==> config.mk <==
export PLATFORM = sky130hd
export DESIGN_NAME = history_bar_graph_renderer
export DESIGN_NICKNAME = d
export VERILOG_FILES = /design/src/sv/hbg_pkg.sv /design/src/sv/hbg_history.sv /design/src/sv/hbg_column_unit.sv /design/src/sv/history_bar_graph_renderer.sv
export SDC_FILE = /design/constraint.sdc
export NUM_CORES = 1
export LEC_CHECK = 0
export BUFFER_PORTS_ARGS = -buffer_cell sky130_fd_sc_hd__buf_2
export CELL_PAD_IN_SITES_DETAIL_PLACEMENT = 1
export CELL_PAD_IN_SITES_GLOBAL_PLACEMENT = 1
export CORE_MARGIN = 3
export CORE_UTILIZATION = 35
export CTS_CLUSTER_DIAMETER = 40
export DETAILED_ROUTE_END_ITERATION = 16
export PLACE_DENSITY_LB_ADDON = 0.1
export SYNTH_ARGS = -nofsm -noshare
export SYNTH_HDL_FRONTEND = slang
export SYNTH_SLANG_ARGS = --single-unit
==> constraint.sdc <==
create_clock -name clock -period 7.45 [get_ports clock]
set_clock_uncertainty 0.2 [all_clocks]
set_input_delay 2.235 -clock clock [delete_from_list [all_inputs] [get_ports clock]]
set_output_delay 2.235 -clock clock [all_outputs]
set_load 0.005 [all_outputs]
==> src/sv/hbg_pkg.sv <==
`timescale 1ns / 1ps
// ----------------------------------------------------------------------------
// hbg_pkg
// Shared sizes, codes, types and helpers of the history bar graph renderer.
// ----------------------------------------------------------------------------
package hbg_pkg;

   localparam int MATRIX_WIDTH  = 13;
   localparam int MATRIX_HEIGHT = 8;
   localparam int HISTORY_DEPTH = 16;
   localparam int MAX_SHADE     = 7;
   localparam int METRIC_TOTAL  = 3;

   localparam int FULL_SCALE  = 25600;
   localparam int HALF_SCALE  = 12800;

   localparam int OP_W       = 1;
   localparam int METRIC_W   = 2;
   localparam int SAMPLE_W   = 16;
   localparam int COL_W      = 4;
   localparam int HEIGHT_W   = 4;
   localparam int SHADE_W    = 3;
   localparam int PIX_W      = 24;

   localparam int METRIC_IDX_W = (METRIC_TOTAL > 1) ? $clog2(METRIC_TOTAL) : 1;
   localparam int HEAD_W       = (HISTORY_DEPTH > 1) ? $clog2(HISTORY_DEPTH) : 1;
   localparam int COUNT_W      = $clog2(HISTORY_DEPTH + 1);
   localparam int ENTRIES      = METRIC_TOTAL * HISTORY_DEPTH;
   localparam int ADDR_W       = $clog2(ENTRIES);

   localparam logic signed [SAMPLE_W-1:0] INIT_SAMPLE = 16'sd1280;

   localparam logic [OP_W-1:0] OP_PUSH   = 1'b0;
   localparam logic [OP_W-1:0] OP_RENDER = 1'b1;

   typedef struct packed {
      logic                       we;
      logic [METRIC_W-1:0]        metric;
      logic signed [SAMPLE_W-1:0] sample;
   } hbg_push_type;

   typedef struct packed {
      logic                en;
      logic [METRIC_W-1:0] metric;
      logic [COL_W-1:0]    back;
   } hbg_read_type;

   // smallest sample that reaches bar height k
   function automatic int height_threshold(input int k);
      height_threshold = (k * FULL_SCALE - HALF_SCALE + MATRIX_HEIGHT - 1) / MATRIX_HEIGHT;
   endfunction

   // rounded rescale of brightness onto MAX_SHADE reduces to the clipped value
   function automatic logic [SHADE_W-1:0] lit_shade(input logic [SHADE_W-1:0] b);
      logic [SHADE_W-1:0] res;
      if (int'(b) > MAX_SHADE) begin
         res = SHADE_W'(MAX_SHADE);
      end else begin
         res = b;
      end
      lit_shade = res;
   endfunction

endpackage

==> src/sv/hbg_history.sv <==
`timescale 1ns / 1ps
// ----------------------------------------------------------------------------
// hbg_history
// Per-metric sample rings: storage, head and count, one registered read port.
// ----------------------------------------------------------------------------
module hbg_history (
   input  logic                                clock,
   input  logic                                reset,
   input  hbg_pkg::hbg_push_type               push,
   input  hbg_pkg::hbg_read_type               rd,
   output logic signed [hbg_pkg::SAMPLE_W-1:0] rd_sample
);

   localparam int WIDE_W = hbg_pkg::COUNT_W + hbg_pkg::COL_W;
   localparam int TMP_W  = hbg_pkg::HEAD_W + 1;

   logic signed [hbg_pkg::SAMPLE_W-1:0] mem [hbg_pkg::ENTRIES];
   logic [hbg_pkg::ENTRIES-1:0]         vld_ff;
   logic [hbg_pkg::HEAD_W-1:0]          head_ff  [hbg_pkg::METRIC_TOTAL];
   logic [hbg_pkg::COUNT_W-1:0]         count_ff [hbg_pkg::METRIC_TOTAL];

   logic                                push_ok;
   logic [hbg_pkg::METRIC_IDX_W-1:0]    pm;
   logic [hbg_pkg::ADDR_W-1:0]          waddr;
   logic [hbg_pkg::HEAD_W-1:0]          head_next;

   logic [hbg_pkg::METRIC_IDX_W-1:0]    rm;
   logic [hbg_pkg::COUNT_W-1:0]         rcount;
   logic [WIDE_W-1:0]                   back_cl;
   logic [TMP_W-1:0]                    tmp;
   logic [hbg_pkg::HEAD_W-1:0]          ridx;
   logic [hbg_pkg::ADDR_W-1:0]          raddr;

   logic signed [hbg_pkg::SAMPLE_W-1:0] mem_q;
   logic                                vld_q;
   logic                                empty_q;

   // write side
   always_comb begin
      push_ok = push.we && (int'(push.metric) < hbg_pkg::METRIC_TOTAL);
      pm      = push_ok ? push.metric[hbg_pkg::METRIC_IDX_W-1:0] : '0;
      waddr   = hbg_pkg::ADDR_W'(int'(pm) * hbg_pkg::HISTORY_DEPTH + int'(head_ff[pm]));
      if (int'(head_ff[pm]) == hbg_pkg::HISTORY_DEPTH - 1) begin
         head_next = '0;
      end else begin
         head_next = head_ff[pm] + hbg_pkg::HEAD_W'(1);
      end
   end

   always_ff @(posedge clock) begin
      if (reset) begin
         for (int m = 0; m < hbg_pkg::METRIC_TOTAL; m++) begin
            head_ff[m]  <= hbg_pkg::HEAD_W'(hbg_pkg::MATRIX_WIDTH % hbg_pkg::HISTORY_DEPTH);
            count_ff[m] <= hbg_pkg::COUNT_W'((hbg_pkg::MATRIX_WIDTH < hbg_pkg::HISTORY_DEPTH)
                                             ? hbg_pkg::MATRIX_WIDTH : hbg_pkg::HISTORY_DEPTH);
         end
         vld_ff <= '0;
      end else if (push_ok) begin
         head_ff[pm] <= head_next;
         if (int'(count_ff[pm]) < hbg_pkg::HISTORY_DEPTH) begin
            count_ff[pm] <= count_ff[pm] + hbg_pkg::COUNT_W'(1);
         end
         vld_ff[waddr] <= 1'b1;
      end
   end

   always_ff @(posedge clock) begin
      if (push_ok) begin
         mem[waddr] <= push.sample;
      end
   end

   // read side: newest minus back, clamped to oldest stored
   always_comb begin
      rm     = (int'(rd.metric) < hbg_pkg::METRIC_TOTAL) ? rd.metric[hbg_pkg::METRIC_IDX_W-1:0]
                                                         : '0;
      rcount = count_ff[rm];
      if (rcount == '0) begin
         back_cl = '0;
      end else if (WIDE_W'(rd.back) >= WIDE_W'(rcount)) begin
         back_cl = WIDE_W'(rcount) - WIDE_W'(1);
      end else begin
         back_cl = WIDE_W'(rd.back);
      end
      tmp = TMP_W'(head_ff[rm]) + TMP_W'(hbg_pkg::HISTORY_DEPTH - 1) - TMP_W'(back_cl);
      if (int'(tmp) >= hbg_pkg::HISTORY_DEPTH) begin
         tmp = tmp - TMP_W'(hbg_pkg::HISTORY_DEPTH);
      end
      ridx  = tmp[hbg_pkg::HEAD_W-1:0];
      raddr = hbg_pkg::ADDR_W'(int'(rm) * hbg_pkg::HISTORY_DEPTH + int'(ridx));
   end

   always_ff @(posedge clock) begin
      if (rd.en) begin
         mem_q   <= mem[raddr];
         vld_q   <= vld_ff[raddr];
         empty_q <= (rcount == '0);
      end
   end

   always_comb begin
      priority if (empty_q) begin
         rd_sample = '0;
      end else if (vld_q) begin
         rd_sample = mem_q;
      end else begin
         rd_sample = hbg_pkg::INIT_SAMPLE;
      end
   end

endmodule

==> src/sv/hbg_column_unit.sv <==
`timescale 1ns / 1ps
// ----------------------------------------------------------------------------
// hbg_column_unit
// Turns one sample into a bar height and the shaded pixels of one column.
// ----------------------------------------------------------------------------
module hbg_column_unit (
   input  logic signed [hbg_pkg::SAMPLE_W-1:0] sample,
   input  logic                                known,
   input  logic [hbg_pkg::SHADE_W-1:0]         shade,
   output logic [hbg_pkg::HEIGHT_W-1:0]        height,
   output logic [hbg_pkg::PIX_W-1:0]           pixels
);

   // rounded sample * height / full scale, as a count of crossed thresholds
   always_comb begin
      height = '0;
      if (known) begin
         for (int k = 1; k <= hbg_pkg::MATRIX_HEIGHT; k++) begin
            if (int'(sample) >= hbg_pkg::height_threshold(k)) begin
               height = height + hbg_pkg::HEIGHT_W'(1);
            end
         end
      end
   end

   // row 0 is the top row
   always_comb begin
      pixels = '0;
      for (int y = 0; y < hbg_pkg::MATRIX_HEIGHT; y++) begin
         if (y >= hbg_pkg::MATRIX_HEIGHT - int'(height)) begin
            pixels[hbg_pkg::SHADE_W*y +: hbg_pkg::SHADE_W] = shade;
         end
      end
   end

endmodule

==> src/sv/history_bar_graph_renderer.sv <==
`timescale 1ns / 1ps
// ----------------------------------------------------------------------------
// history_bar_graph_renderer
// Per-metric sample history drawn as a column bar graph.
// ----------------------------------------------------------------------------
// Input words (req_*) are pushes or renders. A push stores req_sample in the
// ring of req_metric; a push to an unknown metric is dropped. A render emits
// one rsp_* word per matrix column, oldest on the left, rsp_last on the final
// column; an unknown metric renders empty bars. A render holds req_stall high
// while its column sequencer runs: one column per cycle while the output is
// not stalled, each doing one history read and one height/pixel pass through
// the shared column unit. Each column passes the sequencer's column register,
// the history read register with the first pipeline stage, then the output
// register. rsp_stall, while rsp_valid is high, freezes the column pipeline
// and the output word holds; nothing is dropped. csr_write_data sets the lit
// shade; the user must write it while idle, which the block does not enforce.
// Reset fills every ring with 5 percent, sets head and count to the matrix
// width and brightness to full; no clearing pass is needed.
// ----------------------------------------------------------------------------
module history_bar_graph_renderer (
   input  logic                                clock,
   input  logic                                reset,

   input  logic                                req_valid,
   output logic                                req_stall,
   input  logic [hbg_pkg::OP_W-1:0]            req_operation,
   input  logic [hbg_pkg::METRIC_W-1:0]        req_metric,
   input  logic signed [hbg_pkg::SAMPLE_W-1:0] req_sample,

   output logic                                rsp_valid,
   input  logic                                rsp_stall,
   output logic [hbg_pkg::COL_W-1:0]           rsp_column,
   output logic [hbg_pkg::HEIGHT_W-1:0]        rsp_bar_height,
   output logic [hbg_pkg::PIX_W-1:0]           rsp_column_pixels,
   output logic                                rsp_last,

   input  logic                                csr_write_enable,
   input  logic [hbg_pkg::SHADE_W-1:0]         csr_write_data
);

   localparam logic ST_IDLE = 1'b0;
   localparam logic ST_RUN  = 1'b1;

   localparam logic [hbg_pkg::COL_W-1:0] LAST_COL = hbg_pkg::COL_W'(hbg_pkg::MATRIX_WIDTH - 1);

   logic                            state_ff, state_in;
   logic [hbg_pkg::COL_W-1:0]       col_ff, col_in;
   logic [hbg_pkg::METRIC_W-1:0]    metric_ff, metric_in;
   logic [hbg_pkg::SHADE_W-1:0]     brightness_ff;

   logic                            s1_valid_ff;
   logic [hbg_pkg::COL_W-1:0]       s1_col_ff;
   logic                            s1_known_ff;

   logic                            rsp_valid_ff;
   logic [hbg_pkg::COL_W-1:0]       rsp_column_ff;
   logic [hbg_pkg::HEIGHT_W-1:0]    rsp_bar_height_ff;
   logic [hbg_pkg::PIX_W-1:0]       rsp_column_pixels_ff;
   logic                            rsp_last_ff;

   logic                            req_accept;
   logic                            advance;
   logic                            issue;
   hbg_pkg::hbg_push_type           push;
   hbg_pkg::hbg_read_type           rd;
   logic signed [hbg_pkg::SAMPLE_W-1:0] rd_sample;
   logic [hbg_pkg::HEIGHT_W-1:0]    cu_height;
   logic [hbg_pkg::PIX_W-1:0]       cu_pixels;

   assign req_stall  = (state_ff != ST_IDLE);
   assign req_accept = req_valid && !req_stall;
   assign advance    = !rsp_valid_ff || !rsp_stall;
   assign issue      = (state_ff == ST_RUN);

   assign push.we     = req_accept && (req_operation == hbg_pkg::OP_PUSH);
   assign push.metric = req_metric;
   assign push.sample = req_sample;

   assign rd.en     = advance;
   assign rd.metric = metric_ff;
   assign rd.back   = LAST_COL - col_ff;

   hbg_history u_history (
      .clock     (clock),
      .reset     (reset),
      .push      (push),
      .rd        (rd),
      .rd_sample (rd_sample)
   );

   hbg_column_unit u_column_unit (
      .sample (rd_sample),
      .known  (s1_known_ff),
      .shade  (hbg_pkg::lit_shade(brightness_ff)),
      .height (cu_height),
      .pixels (cu_pixels)
   );

   // column sequencer
   always_comb begin
      state_in  = state_ff;
      col_in    = col_ff;
      metric_in = metric_ff;
      unique case (state_ff)
         ST_IDLE: begin
            if (req_accept && (req_operation == hbg_pkg::OP_RENDER)) begin
               state_in  = ST_RUN;
               col_in    = '0;
               metric_in = req_metric;
            end
         end
         ST_RUN: begin
            if (advance) begin
               if (col_ff == LAST_COL) begin
                  state_in = ST_IDLE;
               end else begin
                  col_in = col_ff + hbg_pkg::COL_W'(1);
               end
            end
         end
         default: begin
            state_in = ST_IDLE;
         end
      endcase
   end

   always_ff @(posedge clock) begin
      if (reset) begin
         state_ff      <= ST_IDLE;
         col_ff        <= '0;
         metric_ff     <= '0;
         brightness_ff <= hbg_pkg::SHADE_W'(7);
         s1_valid_ff   <= 1'b0;
         rsp_valid_ff  <= 1'b0;
      end else begin
         state_ff  <= state_in;
         col_ff    <= col_in;
         metric_ff <= metric_in;
         if (csr_write_enable) begin
            brightness_ff <= csr_write_data;
         end
         if (advance) begin
            s1_valid_ff  <= issue;
            rsp_valid_ff <= s1_valid_ff;
         end
      end
   end

   always_ff @(posedge clock) begin
      if (advance) begin
         s1_col_ff   <= col_ff;
         s1_known_ff <= (int'(metric_ff) < hbg_pkg::METRIC_TOTAL);
         if (s1_valid_ff) begin
            rsp_column_ff        <= s1_col_ff;
            rsp_bar_height_ff    <= cu_height;
            rsp_column_pixels_ff <= cu_pixels;
            rsp_last_ff          <= (s1_col_ff == LAST_COL);
         end
      end
   end

   assign rsp_valid         = rsp_valid_ff;
   assign rsp_column        = rsp_column_ff;
   assign rsp_bar_height    = rsp_bar_height_ff;
   assign rsp_column_pixels = rsp_column_pixels_ff;
   assign rsp_last          = rsp_last_ff;

`ifndef NO_ASSERTIONS
   a_last_col: assert property (@(posedge clock) disable iff (reset)
      rsp_valid_ff && rsp_last_ff |-> rsp_column_ff == LAST_COL)
      else $error("last flag on wrong column");

   a_height_range: assert property (@(posedge clock) disable iff (reset)
      rsp_valid_ff |-> int'(rsp_bar_height_ff) <= hbg_pkg::MATRIX_HEIGHT)
      else $error("bar height out of range");

   a_empty_bar: assert property (@(posedge clock) disable iff (reset)
      rsp_valid_ff && rsp_bar_height_ff == '0 |-> rsp_column_pixels_ff == '0)
      else $error("pixels lit on empty bar");

   a_render_start: assert property (@(posedge clock) disable iff (reset)
      req_accept && req_operation == hbg_pkg::OP_RENDER |=> state_ff == ST_RUN && col_ff == '0)
      else $error("render did not start at column zero");
`endif

endmodule
---- After elaboration in Yosys (flattened, before gate mapping) ----
Memories as Yosys holds them, arrays and structs flattened. A register that Yosys moved wholly into a read port is not among the register bits.
Cells that the tools add are included.
storage, ports and cells
  bits in registers ....................... 100
  RAM bits ................................ 795
  input port bits ......................... 27
  output and inout bits ................... 35
  word-level logic and storage cells ...... 143
  memories ................................ 3
operators by class
  add/subtract/negate cells ............... 18
  $lt $le $gt $ge ......................... 24
  equal/unequal tests ..................... 6
  muxes and demuxes ....................... 52
  bitwise logic cells ..................... 3
  reductions and logical operators ........ 15
memory list
  memory              depth  bits a word  read ports  clocked after memory_dff  write ports  line               source
  u_history.mem       48     16           1           1                         1            hbg_history.sv:17  logic signed [hbg_pkg::SAMPLE_W-1:0] mem [hbg_pkg::ENTRIES];
  u_history.count_ff  3      5            2           0                         3            hbg_history.sv:20  logic [hbg_pkg::COUNT_W-1:0] count_ff [hbg_pkg::METRIC_TOTAL];
  u_history.head_ff   3      4            2           0                         3            hbg_history.sv:19  logic [hbg_pkg::HEAD_W-1:0] head_ff [hbg_pkg::METRIC_TOTAL];
operator list
  operator                                                    number
  >= comparator 4 x 32 -> 1 bit, first input constant         4
  two-way mux 4 bit                                           21
  >= comparator 3 x 32 -> 1 bit, first input constant         2
  >= comparator 16 bit, second input constant                 3
  bitwise OR 48 bit                                           1
  adder 4 x 1 -> 4 bit, second input constant                 9
  >= comparator 1 x 32 -> 1 bit, first input constant         1
  >= comparator 16 x 14 -> 1 bit, second input constant       2
  >= comparator 16 x 15 -> 1 bit, second input constant       2
  >= comparator 2 x 32 -> 1 bit, first input constant         1
  two-way mux 16 bit                                          2
  two-way mux 1 bit                                           18
  >= comparator 16 x 12 -> 1 bit, second input constant       1
  two-way mux 5 bit                                           3
  less-than comparator 6 x 7 -> 1 bit, second input constant  2
  adder 6 x 4 -> 6 bit                                        2
  == test 4 bit, second input constant                        2
  two-way mux 2 bit                                           4
  one-hot mux 4 bit (2 select lines)                          1
  binary-select mux 1 bit (select 6 bit)                      1
  demux 1 bit (select 6 bit)                                  1
  >= comparator 6 x 1 -> 1 bit, second input constant         1
  adder 4 x 4 -> 5 bit, second input constant                 1
  adder 5 x 1 -> 5 bit, second input constant                 1
  other kinds (22)                                            32

---- Longest topological paths before layout ----
  depth after elaboration ................. 28
  depth in mapped cells ................... 29
  gate-level depth less buffers ........... 26

---- Modules after synthesis ----
From an unflattened synthesis, not the netlist that was laid out.
unflattened totals
  cell total of the unflattened synthesis .. 2004
  area total of the unflattened synthesis .. 37440.9 µm²
modules (own cells, without submodules)
  module                      times used  cells an instance  area each (µm²)  seq. area each (µm²)
  hbg_history                 1           1697               34295.4          25374.3
  history_bar_graph_renderer  1           105                1752.9           1381.3
  hbg_column_unit             1           202                1392.6           0.0

---- Worst setup path after synthesis ----
OpenSTA, ideal clock, no wires.
  kind .................................... reg2reg
  start ................................... register u_history.mem_q[10] (netlist bit) (read register of u_history.mem)
  end ..................................... register rsp_column_pixels_ff, in the netlist rsp_column_pixels[15] (data pin)
  library setup time ...................... 277 ps
  data arrival time ....................... 5961 ps
  required time ........................... 6973 ps
  slack ................................... 1012 ps
  stages on the path, launching flop included .. 30
  buffers on the path ..................... 4
  clock period less this slack ............ 6438 ps
  path through ............................ edfxtp_1 -> buf_2 -> nor2_1 -> a21oi_1 -> o311a_1 -> a2111oi_0 -> nand2b_1 -> ha_1 -> inv_1 -> nor3_2 -> or2_1 -> buf_4 -> ha_1 -> xor2_1 -> a21o_1 -> a21oi_1 -> nor3_1 -> ha_1 -> xnor3_1 -> a211o_1 -> ha_1 -> or3_1 -> nand3_1 -> ha_1 -> o2111ai_1 -> a21oi_2 -> and2_1 -> buf_2 -> buf_4 -> nor3_1
on the way
  word-level cells in the longest chain between the ends .. 28
  elaborated cells on any way between the ends .. 35
  classes of those cells .................. add/sub (8); order compare (9); mux (18)
ends and longest elaborated chain
  element                            line                               source
  start: declaration                 hbg_history.sv:34                  logic signed [hbg_pkg::SAMPLE_W-1:0] mem_q;
  two-way mux 16 bit (*)             hbg_history.sv:104                 end else if (vld_q) begin
  two-way mux 16 bit (*)             hbg_history.sv:102                 priority if (empty_q) begin
  >= comparator 16 x 12 -> 1 bit     hbg_column_unit.sv:19              if (int'(sample) >= hbg_pkg::height_threshold(k)) begin
  two-way mux 1 bit                  hbg_column_unit.sv:19
  two-way mux 4 bit                  hbg_column_unit.sv:17              if (known) begin
  adder 4 x 1 -> 4 bit               hbg_column_unit.sv:20              height = height + hbg_pkg::HEIGHT_W'(1);
  two-way mux 4 bit                  hbg_column_unit.sv:19
  two-way mux 4 bit                  hbg_column_unit.sv:17
  [... 12 more ...]                  -
  adder 4 x 1 -> 4 bit               hbg_column_unit.sv:20
  two-way mux 4 bit                  hbg_column_unit.sv:19
  two-way mux 4 bit                  hbg_column_unit.sv:17
  adder 4 x 1 -> 4 bit               hbg_column_unit.sv:20
  two-way mux 4 bit (*)              hbg_column_unit.sv:19
  two-way mux 4 bit (*)              hbg_column_unit.sv:17
  subtractor 4 x 4 -> 5 bit (*)      hbg_column_unit.sv:30              if (y >= hbg_pkg::MATRIX_HEIGHT - int'(height)) begin
  >= comparator 4 x 32 -> 1 bit (*)  hbg_column_unit.sv:30
  end signal: assignment             history_bar_graph_renderer.sv:156  rsp_column_pixels_ff <= cu_pixels;
  end: declaration                   history_bar_graph_renderer.sv:58   logic [hbg_pkg::PIX_W-1:0] rsp_column_pixels_ff;
Every way passes the cells marked *; elsewhere a longest branch is shown, timed or not. The select of a mux whose other input is x is not followed.
A chain may end at the register's enable or synchronous reset.

---- Final worst setup path ----
  start ................................... register u_history.vld_q
  end ..................................... register rsp_column_pixels_ff, in the netlist rsp_column_pixels[15] (data pin)
on the way
  word-level cells in the longest chain between the ends .. 28
  elaborated cells on any way between the ends .. 35
  classes of those cells .................. add/sub (8); order compare (9); mux (18)
ends and longest elaborated chain
  element                            line                   source
  start: declaration                 hbg_history.sv:35      logic vld_q;
  start signal: assignment           hbg_history.sv:96      vld_q <= vld_ff[raddr];
  two-way mux 16 bit (*)             hbg_history.sv:104
  two-way mux 16 bit (*)             hbg_history.sv:102
  >= comparator 16 x 12 -> 1 bit     hbg_column_unit.sv:19
  two-way mux 1 bit                  hbg_column_unit.sv:19
  two-way mux 4 bit                  hbg_column_unit.sv:17
  adder 4 x 1 -> 4 bit               hbg_column_unit.sv:20
  two-way mux 4 bit                  hbg_column_unit.sv:19
  two-way mux 4 bit                  hbg_column_unit.sv:17
  [... 12 more ...]                  -
  adder 4 x 1 -> 4 bit               hbg_column_unit.sv:20
  two-way mux 4 bit                  hbg_column_unit.sv:19
  two-way mux 4 bit                  hbg_column_unit.sv:17
  adder 4 x 1 -> 4 bit               hbg_column_unit.sv:20
  two-way mux 4 bit (*)              hbg_column_unit.sv:19
  two-way mux 4 bit (*)              hbg_column_unit.sv:17
  subtractor 4 x 4 -> 5 bit (*)      hbg_column_unit.sv:30
  >= comparator 4 x 32 -> 1 bit (*)  hbg_column_unit.sv:30
Marks and branches as above.

==> results.tsv <==
stage	metric	value	unit
run_status	status	finished, final reports clean	
timing	slew_viol_final	0	
min_path	hp-class	reg -> reg	
job	drv_cap	0	
routing	drtAntennaViolNets	0	
critical_path	crit_family	compound AO/OA/AOI/OAI gates	
floorplan	die_h	277	um
synth	synth_seq_cells	617	
global_routing	grt_first_pass_wirelength	98.0	mm
clocking	numCtsBuffers	97	
final_layout	final_layout_size_suffix_gt1_share	30.9	%
pwr	p_leak	10.2	nW
critical_path	cp.required	7610	ps
clocking	clkSinkCount	617	
critical_path	r2r_slack	440	ps
timing	period_needed	7010	ps
synth	synth-main-ff-cell	edfxtp_1	
final_layout	stdcell_count	2607	
clocking	cts_hold_buf	0	
clocking	cts_tree	built	
clocking	htreeDepth	3	
critical_path	critical_path.max_fanout	7	
floorplan	die_w	277	um
global_routing	globalRouteTotalUtil	17.1	%
critical_path	r2r_cells	27	
synth	syn_area_per_cell	18.0	um^2
synth	synth.distinct_cells	79	
critical_path	cpMostUsedCell	ha_1	
timing	worstMarginPinSlew	1120	ps
timing	min_period_over_period	94.0	%
placement	port_buffers	55	
placement	place_congestion	0.763	
routing	drc_errors	0	
critical_path	critPathMaxStageDelay	470	ps
floorplan	io_pins	62	
routing	wl	65.6	mm
floorplan	coreArea	72100	um^2
synth	async_reset_ff_share	0	%
synth	synth_area	25700	um^2
pwr	finalPower	9.85	mW
pwr	vdd_drop_max	0.000186	V
clocking	clockBufferDepth	3	
synth	synth-edff-count	557	
critical_path	path_class	reg -> reg	
floorplan	dieArea	76800	um^2
routing	viasPerCell	5.25	
critical_path	slowest_stage	edfxtp_1	
clocking	cts-root-buf	clkbuf_16	
clocking	path_clk_slew	60	ps
synth	synthTopCellsByArea	edfxtp_1 65%, mux4_2 14%, dfxtp_1 4.7%	
timing	final-hold-violation-count	0	
floorplan	rows	98	
synth	syn_inst	1433	
synth	ys_warn_count	0	
placement	dp.cells	2427	
timing	slew-limit-headroom	24.8	%
routing	num_vias	13691	
floorplan	start_util	35.7	%
global_routing	grt_antenna_before_repair	7	
routing	dr.pass1.iters	4	
min_path	min_from	s1_col_ff[3]$_DFFE_PN_	
critical_path	rr_endpoint	rsp_column_pixels[15]$_SDFFCE_PN0P_	
clocking	clk_latency	630	ps
synth	synth.largest_area_cell	edfxtp_1	
global_routing	grt_pass1_vias	14636	
final_layout	finalNetCount	1631	
final_layout	n_fill_cell	6897	
critical_path	reg2reg_from	u_history.vld_q$_DFFE_PN_	
timing	setup_viol	0	
critical_path	cp-start-kind	flop	
synth	yosysTopAreaCellShare	65.0	%
critical_path	end_kind	flop	
routing	drtIter0Drc	990	
global_routing	overflow	0	
synth	syn-num-nets	1486	
min_path	hold_end	rsp_column[3]$_DFFE_PP_	
min_path	hold_depth	0	
critical_path	path_buf_inv	4	
global_routing	grt_max_degree	57	
critical_path	cp.arrival	7170	ps
synth	ys_top_cells_by_count	557 x edfxtp_1, 165 x mux4_2, 87 x nor2_1, 70 x clkbuf_1, 60 x dfxtp_1	
synth	yosysMostFrequentCell	edfxtp_1	
pwr	p_per_area	320	nW/um^2
timing	clock.fmax	143	MHz
synth	ys_seq_area_share	69.7	%
placement	post-dp-hpwl	41.6	mm
routing	wire_per_inst	25.1	um
final_layout	area_growth	19.6	%
worst max-delay path by stage:
stage | from | end | cells past startpoint
after floorplan | u_history.mem_q[10]$_DFFE_PN_ | rsp_column_pixels[15]$_SDFFCE_PN0P_ | 29
after global placement | u_history.empty_q$_DFFE_PN_ | rsp_column_pixels[12]$_SDFFCE_PN0P_ | 26
after detailed placement | u_history.empty_q$_DFFE_PN_ | rsp_column_pixels[17]$_SDFFCE_PN0P_ | 26
after CTS | u_history.empty_q$_DFFE_PN_ | rsp_column_pixels[15]$_SDFFCE_PN0P_ | 26
after global routing | u_history.vld_q$_DFFE_PN_ | rsp_column_pixels[17]$_SDFFCE_PN0P_ | 27
final | u_history.vld_q$_DFFE_PN_ | rsp_column_pixels[15]$_SDFFCE_PN0P_ | 27
per-stage QoR:
step	area, um^2	setup TNS [ps]	hold WS (ps)	worst slack [ps]	utilization (%)
2_1_floorplan	25700	0	226	1010	-
4_1_cts	30700	0	250	11.7	42.6
3_3_place_gp	27500	0	238	138	38.2
3_5_place_dp	27500	0	242	69.7	38.2
6_report	30800	0	243	443	42.7
5_1_grt	30800	-4.19	270	-3.06	42.7
final cells by class:
type | count | area, um^2 | area share, %
Antenna cell | 2 | 5.00 | 0.0163
Clock buffer | 108 | 2560 | 8.33
Timing Repair Buffer | 135 | 938 | 3.05
Clock inverter | 68 | 643 | 2.09
Tap cell | 950 | 1190 | 3.86
Inverter | 25 | 93.8 | 0.305
Multi-Input combinational cell | 702 | 7420 | 24.1
Sequential cell | 617 | 17900 | 58.2
flip-flops by register name, indices dropped and copies added (netlist names), 2 cells and up:
register,cells
brightness_ff,3
col_ff,4
metric_ff,2
rsp_bar_height,4
rsp_column,4
rsp_column_pixels,24
s1_col_ff,4
u_history.count_ff,15
u_history.head_ff,12
u_history.mem,480
u_history.mem_q,10
u_history.vld_ff,48
placed cells by master (no fill, tap or decap), types with 5 or more instances in the layout:
master      instances
a211oi_1           16
a21o_1              8
a21oi_1            28
a31oi_1            10
and2_1             11
and3_1              6
buf_12              5
buf_2              55
buf_4              75
bufinv_16           7
clkbuf_1            6
clkbuf_16         101
clkinv_1           17
clkinv_2           16
clkinv_4           10
clkinvlp_4          8
dfxtp_1            60
edfxtp_1          557
ha_1               24
inv_1              21
inv_6               7
mux2_2             26
mux2i_1            14
mux4_2            165
nand2_1            56
nand2b_1           14
nand3_1            19
nor2_1             87
nor2b_1             8
nor3_1             19
nor4_1              8
o211ai_1            7
o21a_1             51
o21ai_0            17
o22ai_1             5
xnor2_1             9
xor2_1              9
cells by family after synthesis:
| family | synth area share (%) |
|---|---|
| flops | 69.7 |
| xor+xnor | 0.885 |
| mux | 16.1 |
| buf+inv | 1.72 |
| fa+ha+maj | 1.29 |
| compound gates | 5.37 |
| simple gates | 4.94 |
metal layers:
layer / track usage, % / share of wire, % / wire length (um) / vias up
li1: - / - / - / 6112
met1: 23.0 / 45 / 29400 / 7249
met2: 29.0 / 50 / 32600 / 249
met3: 2.83 / 3.7 / 2400 / 79
met4: 4.47 / 1.7 / 1120 / 2
met5: 0 / 0.020 / 13 / -
power breakdown:
group / leakage, nW / internal [mW] / switching (mW)
combinational: 3.13 / 0.717 / 0.865
sequential: 5.49 / 3.85 / 0.0503
clock: 1.56 / 2.74 / 1.64
repair_timing:
| action | in CTS | in global routing |
|---|---|---|
| setup endpoints to repair | 0 | 22 |
| endpoints found under the hold margin | 0 | 0 |
| setup buffers | 0 | 2 |
| resized for setup | 0 | 6 |
(Power assumes the default switching activity.)
